### config.mk
export PLATFORM = sky130hd
export DESIGN_NAME = first_fit_chunk_allocator
export DESIGN_NICKNAME = d
export VERILOG_FILES = /design/src/ffca_pkg.sv /design/src/ffca_chunk_mem.sv /design/src/ffca_fit_unit.sv /design/src/ffca_ctrl.sv /design/src/first_fit_chunk_allocator.sv
export SDC_FILE = /design/constraint.sdc
export NUM_CORES = 2
export LEC_CHECK = 0
export ABC_AREA = 1
export BUFFER_PORTS_ARGS = -buffer_cell sky130_fd_sc_hd__buf_4
export CORE_UTILIZATION = 55
export CTS_BUF_LIST = sky130_fd_sc_hd__clkbuf_8 sky130_fd_sc_hd__clkbuf_16
export CTS_CLUSTER_SIZE = 12
export DETAILED_ROUTE_END_ITERATION = 8
export PLACE_DENSITY = 0.67
export RECOVER_POWER = 50
export SLEW_MARGIN = 20
export SYNTH_ARGS = -nofsm -noshare
export SYNTH_HDL_FRONTEND = slang
export SYNTH_SLANG_ARGS = --single-unit
### constraint.sdc
create_clock -name i_clk -period 24.2 [get_ports i_clk]
set_input_delay 4.84 -clock i_clk [delete_from_list [all_inputs] [get_ports i_clk]]
set_output_delay 4.84 -clock i_clk [all_outputs]
set_load 0.02 [all_outputs]
### src/ffca_pkg.sv
package ffca_pkg;

    localparam int NUM_CHUNKS_DEF  = 256;
    localparam int CHUNK_BYTES_DEF = 64;

    localparam int REQ_BYTES_W  = 32;
    localparam int CHUNK_IDX_W  = 8;
    localparam int STATUS_W     = 2;
    localparam int DATA_CHUNK_W = 8;

    // tdata: req_bytes, chunk_index
    localparam int S_TDATA_W = 40;

    typedef enum logic {
        FUNC_ALLOC = 1'b0,
        FUNC_FREE  = 1'b1
    } t_func;

    typedef enum logic [STATUS_W-1:0] {
        ST_OK    = 2'd0,
        ST_NOMEM = 2'd1,
        ST_INVAL = 2'd2,
        ST_ZERO  = 2'd3
    } t_status;

    // write strobes and entry bits for the chunk table
    typedef struct packed {
        logic we;
        logic rl_we;
        logic hdr;
        logic taken;
    } t_mem_ctl;

endpackage

### src/ffca_chunk_mem.sv
module ffca_chunk_mem #(
    parameter int NUM_CHUNKS = ffca_pkg::NUM_CHUNKS_DEF,
    parameter int AW         = $clog2(NUM_CHUNKS),
    parameter int RW         = $clog2(NUM_CHUNKS + 1)
) (
    input  logic              i_clk,
    input  ffca_pkg::t_mem_ctl i_ctl,
    input  logic [AW-1:0]     i_rd_addr,
    input  logic [AW-1:0]     i_wr_addr,
    input  logic [RW-1:0]     i_rl_data,
    output logic              o_hdr,
    output logic              o_taken,
    output logic [RW-1:0]     o_rl
);
    import ffca_pkg::*;

    logic [1:0]    r_meta_mem [NUM_CHUNKS];
    logic [RW-1:0] r_rl_mem   [NUM_CHUNKS];
    logic [1:0]    r_meta_q;
    logic [RW-1:0] r_rl_q;

    always_ff @(posedge i_clk) begin
        if (i_ctl.we) begin
            r_meta_mem[i_wr_addr] <= {i_ctl.hdr, i_ctl.taken};
        end
        r_meta_q <= r_meta_mem[i_rd_addr];
    end

    // run length: written only together with a header mark
    always_ff @(posedge i_clk) begin
        if (i_ctl.rl_we) begin
            r_rl_mem[i_wr_addr] <= i_rl_data;
        end
        r_rl_q <= r_rl_mem[i_rd_addr];
    end

    assign o_hdr   = r_meta_q[1];
    assign o_taken = r_meta_q[0];
    assign o_rl    = r_rl_q;

endmodule

### src/ffca_fit_unit.sv
module ffca_fit_unit #(
    parameter int NUM_CHUNKS  = ffca_pkg::NUM_CHUNKS_DEF,
    parameter int CHUNK_BYTES = ffca_pkg::CHUNK_BYTES_DEF,
    parameter int RW          = $clog2(NUM_CHUNKS + 1),
    parameter int CAPW        = $clog2(NUM_CHUNKS * CHUNK_BYTES + 1)
) (
    input  logic            i_clk,
    input  logic            i_rst_n,
    input  logic            i_clr,
    input  logic            i_step,
    input  logic            i_taken,
    input  logic [CAPW:0]   i_thresh,
    output logic            o_hit,
    output logic [RW-1:0]   o_run
);
    import ffca_pkg::*;

    logic [CAPW:0]  r_cap;
    logic [CAPW:0]  n_cap;
    logic [RW-1:0]  r_run;
    logic [RW-1:0]  n_run;

    // r_cap tracks run * CHUNK_BYTES; the run fits once it covers bytes plus the header
    always_comb begin
        if (i_taken) begin
            n_cap = '0;
            n_run = '0;
        end else begin
            n_cap = r_cap + (CAPW+1)'(CHUNK_BYTES);
            n_run = r_run + RW'(1);
        end
    end

    assign o_hit = !i_taken && (n_cap >= i_thresh);
    assign o_run = n_run;

    always_ff @(posedge i_clk) begin
        if (!i_rst_n || i_clr) begin
            r_cap <= '0;
            r_run <= '0;
        end else if (i_step) begin
            r_cap <= n_cap;
            r_run <= n_run;
        end
    end

endmodule

### src/ffca_ctrl.sv
module ffca_ctrl #(
    parameter int NUM_CHUNKS  = ffca_pkg::NUM_CHUNKS_DEF,
    parameter int CHUNK_BYTES = ffca_pkg::CHUNK_BYTES_DEF,
    parameter int AW          = $clog2(NUM_CHUNKS),
    parameter int RW          = $clog2(NUM_CHUNKS + 1),
    parameter int CAPW        = $clog2(NUM_CHUNKS * CHUNK_BYTES + 1)
) (
    input  logic                              i_clk,
    input  logic                              i_rst_n,
    input  logic                              i_valid,
    output logic                              o_ready,
    input  ffca_pkg::t_func                   i_func,
    input  logic [ffca_pkg::REQ_BYTES_W-1:0]  i_req_bytes,
    input  logic [ffca_pkg::CHUNK_IDX_W-1:0]  i_chunk_index,
    input  logic                              i_slot_free,
    output logic                              o_done,
    output ffca_pkg::t_status                 o_status,
    output logic [ffca_pkg::DATA_CHUNK_W-1:0] o_data_chunk,
    output ffca_pkg::t_mem_ctl                o_mem_ctl,
    output logic [AW-1:0]                     o_rd_addr,
    output logic [AW-1:0]                     o_wr_addr,
    output logic [RW-1:0]                     o_rl_data,
    input  logic                              i_hdr,
    input  logic                              i_taken,
    input  logic [RW-1:0]                     i_rl,
    output logic                              o_fit_clr,
    output logic                              o_fit_step,
    output logic [CAPW:0]                     o_thresh,
    input  logic                              i_fit_hit,
    input  logic [RW-1:0]                     i_fit_run
);
    import ffca_pkg::*;

    localparam int           POOL  = NUM_CHUNKS * CHUNK_BYTES;
    localparam logic [AW-1:0] LAST = AW'(NUM_CHUNKS - 1);

    typedef enum logic [2:0] {
        S_CLEAR,
        S_IDLE,
        S_CHECK,
        S_SCAN,
        S_MARK,
        S_HDR_CHK,
        S_RELEASE,
        S_DONE
    } t_state;

    t_state                  r_state, n_state;
    t_func                   r_func;
    logic [REQ_BYTES_W-1:0]  r_bytes;
    logic [CHUNK_IDX_W-1:0]  r_idx;
    logic [CAPW:0]           r_thresh, n_thresh;
    logic [AW-1:0]           r_k, n_k;
    logic [AW-1:0]           r_rd_addr, n_rd_addr;
    logic [AW-1:0]           r_chk, n_chk;
    logic [AW-1:0]           r_start, n_start;
    logic [RW-1:0]           r_left, n_left;
    t_status                 r_status, n_status;
    logic [DATA_CHUNK_W-1:0] r_data, n_data;
    logic [CHUNK_IDX_W-1:0]  hdr_idx;
    logic [AW:0]             fit_start;
    logic [AW:0]             start_p1;

    assign hdr_idx   = r_idx - CHUNK_IDX_W'(1);
    assign fit_start = {1'b0, r_chk} + (AW+1)'(1) - (AW+1)'(i_fit_run);
    assign start_p1  = {1'b0, r_start} + (AW+1)'(1);

    always_comb begin
        n_state   = r_state;
        n_thresh  = r_thresh;
        n_k       = r_k;
        n_rd_addr = r_rd_addr;
        n_chk     = r_chk;
        n_start   = r_start;
        n_left    = r_left;
        n_status  = r_status;
        n_data    = r_data;
        o_mem_ctl = '0;
        o_wr_addr = r_k;
        o_rl_data = r_left;
        o_rd_addr = r_rd_addr;
        o_fit_clr = 1'b0;
        o_fit_step = 1'b0;
        case (r_state)
            S_CLEAR: begin
                o_mem_ctl.we = 1'b1;
                n_k = r_k + AW'(1);
                if (r_k == LAST) begin
                    n_state = S_IDLE;
                end
            end
            S_IDLE: begin
                if (i_valid) begin
                    n_state = S_CHECK;
                end
            end
            S_CHECK: begin
                n_data = '0;
                if (r_func == FUNC_ALLOC) begin
                    if (r_bytes == '0) begin
                        n_status = ST_ZERO;
                        n_state  = S_DONE;
                    end else if (r_bytes > REQ_BYTES_W'(POOL)) begin
                        n_status = ST_NOMEM;
                        n_state  = S_DONE;
                    end else begin
                        n_thresh  = (CAPW+1)'(r_bytes) + (CAPW+1)'(CHUNK_BYTES);
                        o_fit_clr = 1'b1;
                        o_rd_addr = '0;
                        n_rd_addr = AW'(1);
                        n_chk     = '0;
                        n_state   = S_SCAN;
                    end
                end else begin
                    if (r_idx == '0) begin
                        n_status = ST_OK;
                        n_state  = S_DONE;
                    end else if (32'(hdr_idx) >= 32'(NUM_CHUNKS)) begin
                        n_status = ST_INVAL;
                        n_state  = S_DONE;
                    end else begin
                        o_rd_addr = AW'(hdr_idx);
                        n_k       = AW'(hdr_idx);
                        n_state   = S_HDR_CHK;
                    end
                end
            end
            S_SCAN: begin
                // read of r_rd_addr in flight, data for r_chk arriving
                o_fit_step = 1'b1;
                n_rd_addr  = r_rd_addr + AW'(1);
                n_chk      = r_chk + AW'(1);
                if (i_fit_hit) begin
                    n_start = fit_start[AW-1:0];
                    n_k     = fit_start[AW-1:0];
                    n_left  = i_fit_run;
                    n_state = S_MARK;
                end else if (r_chk == LAST) begin
                    n_status = ST_NOMEM;
                    n_state  = S_DONE;
                end
            end
            S_MARK: begin
                o_mem_ctl.we    = 1'b1;
                o_mem_ctl.taken = 1'b1;
                o_mem_ctl.hdr   = (r_k == r_start);
                o_mem_ctl.rl_we = (r_k == r_start);
                n_k    = r_k + AW'(1);
                n_left = r_left - RW'(1);
                if (r_left <= RW'(1)) begin
                    n_status = ST_OK;
                    n_data   = DATA_CHUNK_W'(start_p1);
                    n_state  = S_DONE;
                end
            end
            S_HDR_CHK: begin
                if (!i_hdr) begin
                    n_status = ST_INVAL;
                    n_state  = S_DONE;
                end else begin
                    n_left  = i_rl;
                    n_state = S_RELEASE;
                end
            end
            S_RELEASE: begin
                o_mem_ctl.we = 1'b1;
                n_k    = r_k + AW'(1);
                n_left = r_left - RW'(1);
                if (r_left <= RW'(1) || r_k == LAST) begin
                    n_status = ST_OK;
                    n_state  = S_DONE;
                end
            end
            S_DONE: begin
                if (i_slot_free) begin
                    n_state = S_IDLE;
                end
            end
            default: begin
                n_state = S_IDLE;
            end
        endcase
    end

    always_ff @(posedge i_clk) begin
        if (!i_rst_n) begin
            r_state   <= S_CLEAR;
            r_k       <= '0;
            r_rd_addr <= '0;
            r_chk     <= '0;
            r_left    <= '0;
        end else begin
            r_state   <= n_state;
            r_k       <= n_k;
            r_rd_addr <= n_rd_addr;
            r_chk     <= n_chk;
            r_left    <= n_left;
        end
        if (r_state == S_IDLE && i_valid) begin
            r_func  <= i_func;
            r_bytes <= i_req_bytes;
            r_idx   <= i_chunk_index;
        end
        r_thresh <= n_thresh;
        r_start  <= n_start;
        r_status <= n_status;
        r_data   <= n_data;
    end

    assign o_ready      = (r_state == S_IDLE);
    assign o_done       = (r_state == S_DONE) && i_slot_free;
    assign o_status     = r_status;
    assign o_data_chunk = r_data;
    assign o_thresh     = r_thresh;

endmodule

### src/first_fit_chunk_allocator.sv
// Channel   Dir  Handshake                     Payload (low bit up)
// s_axis    in   s_axis_tvalid/s_axis_tready  tdata: req_bytes[31:0], chunk_index[39:32]
//                                              tuser: func
// m_axis    out  m_axis_tvalid/m_axis_tready  tdata: data_chunk[7:0]; tuser: status[1:0]
//
// One request at a time; each beat is taken in the idle state. Allocate: a check, a
// first-fit scan of up to NUM_CHUNKS chunks, then marking of the run's chunks; the
// single add/compare unit and the one-read-port chunk table set this order. Free: a check,
// a header read, then release of the run's chunks; a null or out-of-pool index ends after
// the check. After reset a clearing pass over all NUM_CHUNKS chunks runs with
// s_axis_tready low. A result waits in the output register while the next beat is taken.
module first_fit_chunk_allocator #(
    parameter int NUM_CHUNKS  = ffca_pkg::NUM_CHUNKS_DEF,
    parameter int CHUNK_BYTES = ffca_pkg::CHUNK_BYTES_DEF
) (
    input  logic                              i_clk,
    input  logic                              i_rst_n,
    input  logic                              s_axis_tvalid,
    output logic                              s_axis_tready,
    input  logic [ffca_pkg::S_TDATA_W-1:0]    s_axis_tdata,  // req_bytes, chunk_index
    input  logic                              s_axis_tuser,  // func
    output logic                              m_axis_tvalid,
    input  logic                              m_axis_tready,
    output logic [ffca_pkg::DATA_CHUNK_W-1:0] m_axis_tdata,  // data_chunk
    output logic [ffca_pkg::STATUS_W-1:0]     m_axis_tuser   // status
);
    import ffca_pkg::*;

    localparam int AW   = $clog2(NUM_CHUNKS);
    localparam int RW   = $clog2(NUM_CHUNKS + 1);
    localparam int CAPW = $clog2(NUM_CHUNKS * CHUNK_BYTES + 1);

    t_mem_ctl                mem_ctl;
    logic [AW-1:0]           rd_addr;
    logic [AW-1:0]           wr_addr;
    logic [RW-1:0]           rl_data;
    logic                    mem_hdr;
    logic                    mem_taken;
    logic [RW-1:0]           mem_rl;
    logic                    fit_clr;
    logic                    fit_step;
    logic [CAPW:0]           fit_thresh;
    logic                    fit_hit;
    logic [RW-1:0]           fit_run;
    logic                    slot_free;
    logic                    done;
    t_status                 done_status;
    logic [DATA_CHUNK_W-1:0] done_data;
    logic                    r_out_valid;
    t_status                 r_out_status;
    logic [DATA_CHUNK_W-1:0] r_out_data;

    assign slot_free = !r_out_valid || m_axis_tready;

    ffca_ctrl #(
        .NUM_CHUNKS  (NUM_CHUNKS),
        .CHUNK_BYTES (CHUNK_BYTES),
        .AW          (AW),
        .RW          (RW),
        .CAPW        (CAPW)
    ) u_ctrl (
        .i_clk         (i_clk),
        .i_rst_n       (i_rst_n),
        .i_valid       (s_axis_tvalid),
        .o_ready       (s_axis_tready),
        .i_func        (t_func'(s_axis_tuser)),
        .i_req_bytes   (s_axis_tdata[REQ_BYTES_W-1:0]),
        .i_chunk_index (s_axis_tdata[REQ_BYTES_W +: CHUNK_IDX_W]),
        .i_slot_free   (slot_free),
        .o_done        (done),
        .o_status      (done_status),
        .o_data_chunk  (done_data),
        .o_mem_ctl     (mem_ctl),
        .o_rd_addr     (rd_addr),
        .o_wr_addr     (wr_addr),
        .o_rl_data     (rl_data),
        .i_hdr         (mem_hdr),
        .i_taken       (mem_taken),
        .i_rl          (mem_rl),
        .o_fit_clr     (fit_clr),
        .o_fit_step    (fit_step),
        .o_thresh      (fit_thresh),
        .i_fit_hit     (fit_hit),
        .i_fit_run     (fit_run)
    );

    ffca_chunk_mem #(
        .NUM_CHUNKS (NUM_CHUNKS),
        .AW         (AW),
        .RW         (RW)
    ) u_mem (
        .i_clk     (i_clk),
        .i_ctl     (mem_ctl),
        .i_rd_addr (rd_addr),
        .i_wr_addr (wr_addr),
        .i_rl_data (rl_data),
        .o_hdr     (mem_hdr),
        .o_taken   (mem_taken),
        .o_rl      (mem_rl)
    );

    ffca_fit_unit #(
        .NUM_CHUNKS  (NUM_CHUNKS),
        .CHUNK_BYTES (CHUNK_BYTES),
        .RW          (RW),
        .CAPW        (CAPW)
    ) u_fit (
        .i_clk    (i_clk),
        .i_rst_n  (i_rst_n),
        .i_clr    (fit_clr),
        .i_step   (fit_step),
        .i_taken  (mem_taken),
        .i_thresh (fit_thresh),
        .o_hit    (fit_hit),
        .o_run    (fit_run)
    );

    always_ff @(posedge i_clk) begin
        if (!i_rst_n) begin
            r_out_valid <= 1'b0;
        end else if (done) begin
            r_out_valid <= 1'b1;
        end else if (m_axis_tready) begin
            r_out_valid <= 1'b0;
        end
        if (done) begin
            r_out_status <= done_status;
            r_out_data   <= done_data;
        end
    end

    assign m_axis_tvalid = r_out_valid;
    assign m_axis_tdata  = r_out_data;
    assign m_axis_tuser  = r_out_status;

endmodule

; ---- Yosys cells after proc, flatten, opt, wreduce, memory -nomap -nowiden
; Memories as Yosys holds them, arrays and structs flattened. A register that Yosys moved wholly into a read port is not among the register bits.
; Cells that the tools add are included.
[totals]
reg_bits = 147
ramBits = 2816
input_bits = 45
out_inout_bits = 12
word_cells = 152
memories = 2
[mem_list]
columns = name, depth, width, rd, rd_ports_with_merged_regs, wr, line
row1 = u_mem.r_rl_mem, 256, 9, 1, 1, 1, ffca_chunk_mem.sv:18  ; logic [RW-1:0] r_rl_mem [NUM_CHUNKS];
row2 = u_mem.r_meta_mem, 256, 2, 1, 1, 1, ffca_chunk_mem.sv:17  ; logic [1:0] r_meta_mem [NUM_CHUNKS];
[classes]
add_sub_neg = 11
magnitude_cmp = 3
n_eq_ne = 28
mux = 60
n_bitwise = 3
n_reduce_logical = 28
[op_table]
columns = cell, count
row1 = $mux W8, 15
row2 = $pmux W8 S2, 3
row3 = $add A8 B1 Y8 const B, 5
row4 = $mux W3, 11
row5 = $add A16 B7 Y16 const B, 2
row6 = $gt A32 B15 Y1 const B, 1
row7 = $logic_not A32 Y1, 1
row8 = $mux W9, 3
row9 = $pmux W9 S3, 1
row10 = $pmux W3 S8, 1
row11 = $pmux W8 S3, 1
row12 = $mux W2, 10
row13 = $eq A8 B8 Y1 const B, 2
row14 = $ge A16 B16 Y1, 1
row15 = $mux W16, 1
row16 = $ne A2 B2 Y1 const B, 8
row17 = $ne A2 B1 Y1 const B, 7
row18 = $mux W1, 13
row19 = $eq A3 B3 Y1 const B, 4
row20 = $reduce_and A4 Y1, 3
row21 = $pmux W2 S5, 1
row22 = $add A9 B1 Y9 const B, 1
row23 = $le A9 B1 Y1 const B, 1
row24 = $sub A9 B1 Y9 const B, 1
row25 = 23 further kinds, 36

; ---- Depth between registers and ports, before layout
[logic_depth]
ltp_word = 6
depth_mapped = 24
depth_no_buf = 23

; ---- By module
; From an unflattened synthesis, not the netlist that was laid out.
[hier_totals]
cells_unflattened = 10808
area_unflattened_um2 = 124800.9
[modules_own_cells]
columns = module, n_inst, cells_per_inst, area_each_um2
row1 = ffca_chunk_mem, 1, 9823, 116630.6
row2 = ffca_ctrl, 1, 692, 5964.5
row3 = ffca_fit_unit, 1, 277, 1859.3
row4 = first_fit_chunk_allocator, 1, 16, 346.6

; ---- Worst setup path after synthesis
; No wires, ideal clock.
[synth_timing]
path_kind = flip-flop to flip-flop
startpoint = register u_ctrl.r_state[0]
endpoint = memory u_mem.r_rl_mem[127][0] in the netlist's numbering, enable pin
setup_time_ns = 0.387
t_arrival_ns = 15.438
path_slack_ns = 8.375
path_stages_with_launch = 11
n_path_buf = 3
synth_period_minus_slack_ns = 15.825
path_cell_list = dfxtp_1 buf_2 nor2_1 inv_1 nor2_1 o2111ai_1 nor2_1 inv_1 clkbuf_1 buf_1 nor3_1
[synth_via]
elab_chain_len = 4
[synth_lines]
columns = element, line
row1 = "start, declared", ffca_ctrl.sv:48  ; t_state r_state, n_state;
row2 = "start signal, assigned", ffca_ctrl.sv:193  ; r_state <= n_state;
row3 = $eq A3 B3 Y1, ffca_ctrl.sv:84  ; case (r_state)
row4 = $mux W3, ffca_ctrl.sv:84
row5 = $mux W1, ffca_chunk_mem.sv:31  ; if (i_ctl.rl_we) begin
row6 = $mux W1 (not written as such), ffca_chunk_mem.sv:32  ; r_rl_mem[i_wr_addr] <= i_rl_data;
row7 = "end, declared", ffca_chunk_mem.sv:18
; No other way between the ends.

==> flow_summary.toml <==
[layout]
finalNonFillerCells = 15470
multi_input_area_um2 = 35100
drive_gt1_share_pct = 6.94
regArea_um2 = 88600
fill_cells = 18754
syn2layout_area_growth_pct = 9.80
nets = 12205

[die]
std_cell_rows = 178
initial_utilization_pct = 55.4
die_h_um = 490
io_pins = 57
die_w_um = 490
die_area_um2 = 240000
core_um2 = 236000

[logic_synthesis]
synthFlopType = "edfxtp_1"
synth_area_um2 = 131000
synth_area_leader_cell = "edfxtp_1"
synth_nets = 12398
synth_edf_count = 2901
ys_top_cells_by_count = "3608 x nand2_1, 2901 x edfxtp_1, 2314 x nand3_1"
async_flop_share_pct = 0
synth-seq-area-share_pct = 67.7
ys_ff_latch = 2974
post-synth-top-count-cell = "nand2_1"
syn_inst = 12308
synthTopCellsByArea = "edfxtp_1 67%, nand2_1 10%, nand3_1 8.9%"
ys_types = 50
avgSynthCellArea_um2 = 10.6
synth_top_area_share_pct = 66.6
yosysWarningCount = 0

[worst_setup_path]
path_cells = "nor2_1, inv_1, nor2_1, clkbuf_1"
crit_path_end_kind = "flop"
crit_type = "reg -> reg"
worstPathMaxFanout = 229
critPathTopFamily = "buffers and inverters"
rrSetupSlack_ns = 12.46
startpoint_type = "flop"
arrival_ns = 10.98
crit_buf_inv = 2
worstPathRequired_ns = 23.44
cp-startpoint = "u_ctrl.r_state[0]$_SDFFE_PN0P_"
crit_slowest_cell = "clkbuf_1"
rr_startpoint = "u_ctrl.r_state[0]$_SDFFE_PN0P_"
critPathMostFrequentCell = "nor2_1"
max_stage_delay_ns = 6.89

[detailed_routing]
vias = 93163
wl_mm = 380
via_per_inst = 6.02
firstDrtPassIters = 6
wire_per_inst_um = 24.6
drc = 0
drtAntennaViolNets = 0
drt_first_iter_violations = 12394

[clocking]
clockBufferDepth = 4
numCtsBuffers = 325
cts_max_level = 5
postCtsHoldBufs = 0
cts_setup_buffers = 0
cts_tree = "built"
numClockSinks = 2974
cts.clk_slew.worst_paths_ns = 0.06
clk_latency_ns = 0.95
cts-root-buf = "clkbuf_16"
cts_resized = 0

[worst_hold_path]
worstHoldPathType = "reg -> reg"
min_from = "u_ctrl.o_data_chunk[4]$_SDFFCE_PN0P_"

[global_route]
antenna_found_initial = 20
grt_pass1_wl_mm = 567
grt.overflow.total = 0
grt_use_met1_pct = 43.2
use_met3_pct = 6.68
grt_start_max_net_pins = 238
grt_busiest_layer = "met2"
grt.met2_usage_pct = 48.8
grt.total_usage_pct = 31.6
grt_pass1_vias = 89871

[timing]
period_share_pct = 48.5
slew_violations = 2805
tns_ns = 0
post-route-min-period_ns = 11.74
skew_ns = 0.0396
relSlewSlack_pct = -576
worstMarginPinSlew_ns = 10.14
setup_viol = 0
max_freq_ghz = 0.0851
rsz0062_at_grt = "no"
finalHoldViolCount = 0

[status]
violations = "max-capacitance violations, max-slew violations"
status = "complete, but fails checks"

[power_and_ir_drop]
ir_drop_uv = 82.3
power.leakage_nw = 56.0
p_per_area_nw_per_um2 = 75.9

[run]
cap_violations = 39

[place]
io_buffers = 56
gp_congestion = 0.891
place_hpwl_mm = 207
placed_cells = 14937
placed cells by master, fill, tap and decap left out, drive strengths merged, types with 80 or more instances in the layout:
cell type  Yosys  final
nand3       2316   2316
nor2         180    180
buf          556    310
clkbuf       305    367
nand2       3611   3611
inv         1059   1165
clkinv         4     87
nand3b       440    440
nor3         546    546
o211ai        80     80
edfxtp      2901   2901
final timing paths:
kind / cells after the start / to
worst min-delay path: 0 / m_axis_tdata[4]$_DFFE_PP_
worst min register to register: 0 / m_axis_tdata[4]$_DFFE_PP_
worst max register to register: 4 / u_mem.r_meta_mem[211][0]$_DFFE_PP_
worst max-delay path: 4 / u_mem.r_meta_mem[211][0]$_DFFE_PP_
through the flow:
stage	utilization, %	instance area, um2	setup WS [ns]	hold slack (ns)	total power [mW]
after global placement	56.8	134000	16.77	0.412	6.53
after detailed placement	57.0	134000	16.80	0.411	6.54
after floorplan	-	131000	8.38	0.400	6.18
after global routing	60.9	144000	11.91	0.430	11.2
final	60.9	144000	12.46	0.428	10.9
after CTS	60.9	144000	16.77	0.424	10.9
worst register-to-register path: cells and delay by family (launching register included):
kind                   cells  cell delay (ns)
buffers and inverters      2             7.02
and+or+nand+nor            2             2.05
DFF                        1             0.43
registers in the layout, summed over array words and instances (netlist names), 9 cells and up:
signal	count
u_mem.r_rl_mem	2304
u_ctrl.o_thresh	16
u_mem.r_meta_mem	512
u_mem.o_rl	9
u_fit.r_cap	16
u_ctrl.o_rl_data	9
u_ctrl.r_bytes	32
u_fit.r_run	9
cells by family after synthesis:
group	after synthesis	synth area share [%]
XOR/XNOR	26	0.174
buffers and inverters	1924	6.06
AND/OR/NAND/NOR	7111	24.5
AO/OA/AOI/OAI	228	1.10
flip-flops	2974	67.7
adder cells (fa/ha/maj)	45	0.436
final cells by class:
cell class | instances | area share (%)
flip-flops and latches | 2974 | 61.7
multi-input cells | 7410 | 24.5
clock buffers | 336 | 5.80
inverters | 1063 | 2.82
well taps | 3150 | 2.74
repair buffers | 341 | 1.85
clock inverters | 193 | 0.641
diodes | 3 | 0.00523
report_power, final:
part	leakage (nW)	total, mW	switching, mW	internal (mW)
combinational	22.8	0.805	0.649	0.156
clock	4.92	4.44	1.95	2.49
sequential	28.3	5.66	0.0377	5.62
total	56.0	10.9	2.63	8.27
metal layers:
metal  vias up  wire length, um
li1      41725                -
met3       906            41800
met5         -              120
met4        18            17800
met2      5091           173000
met1     45423           148000
Power figures use the tool's default switching activity.
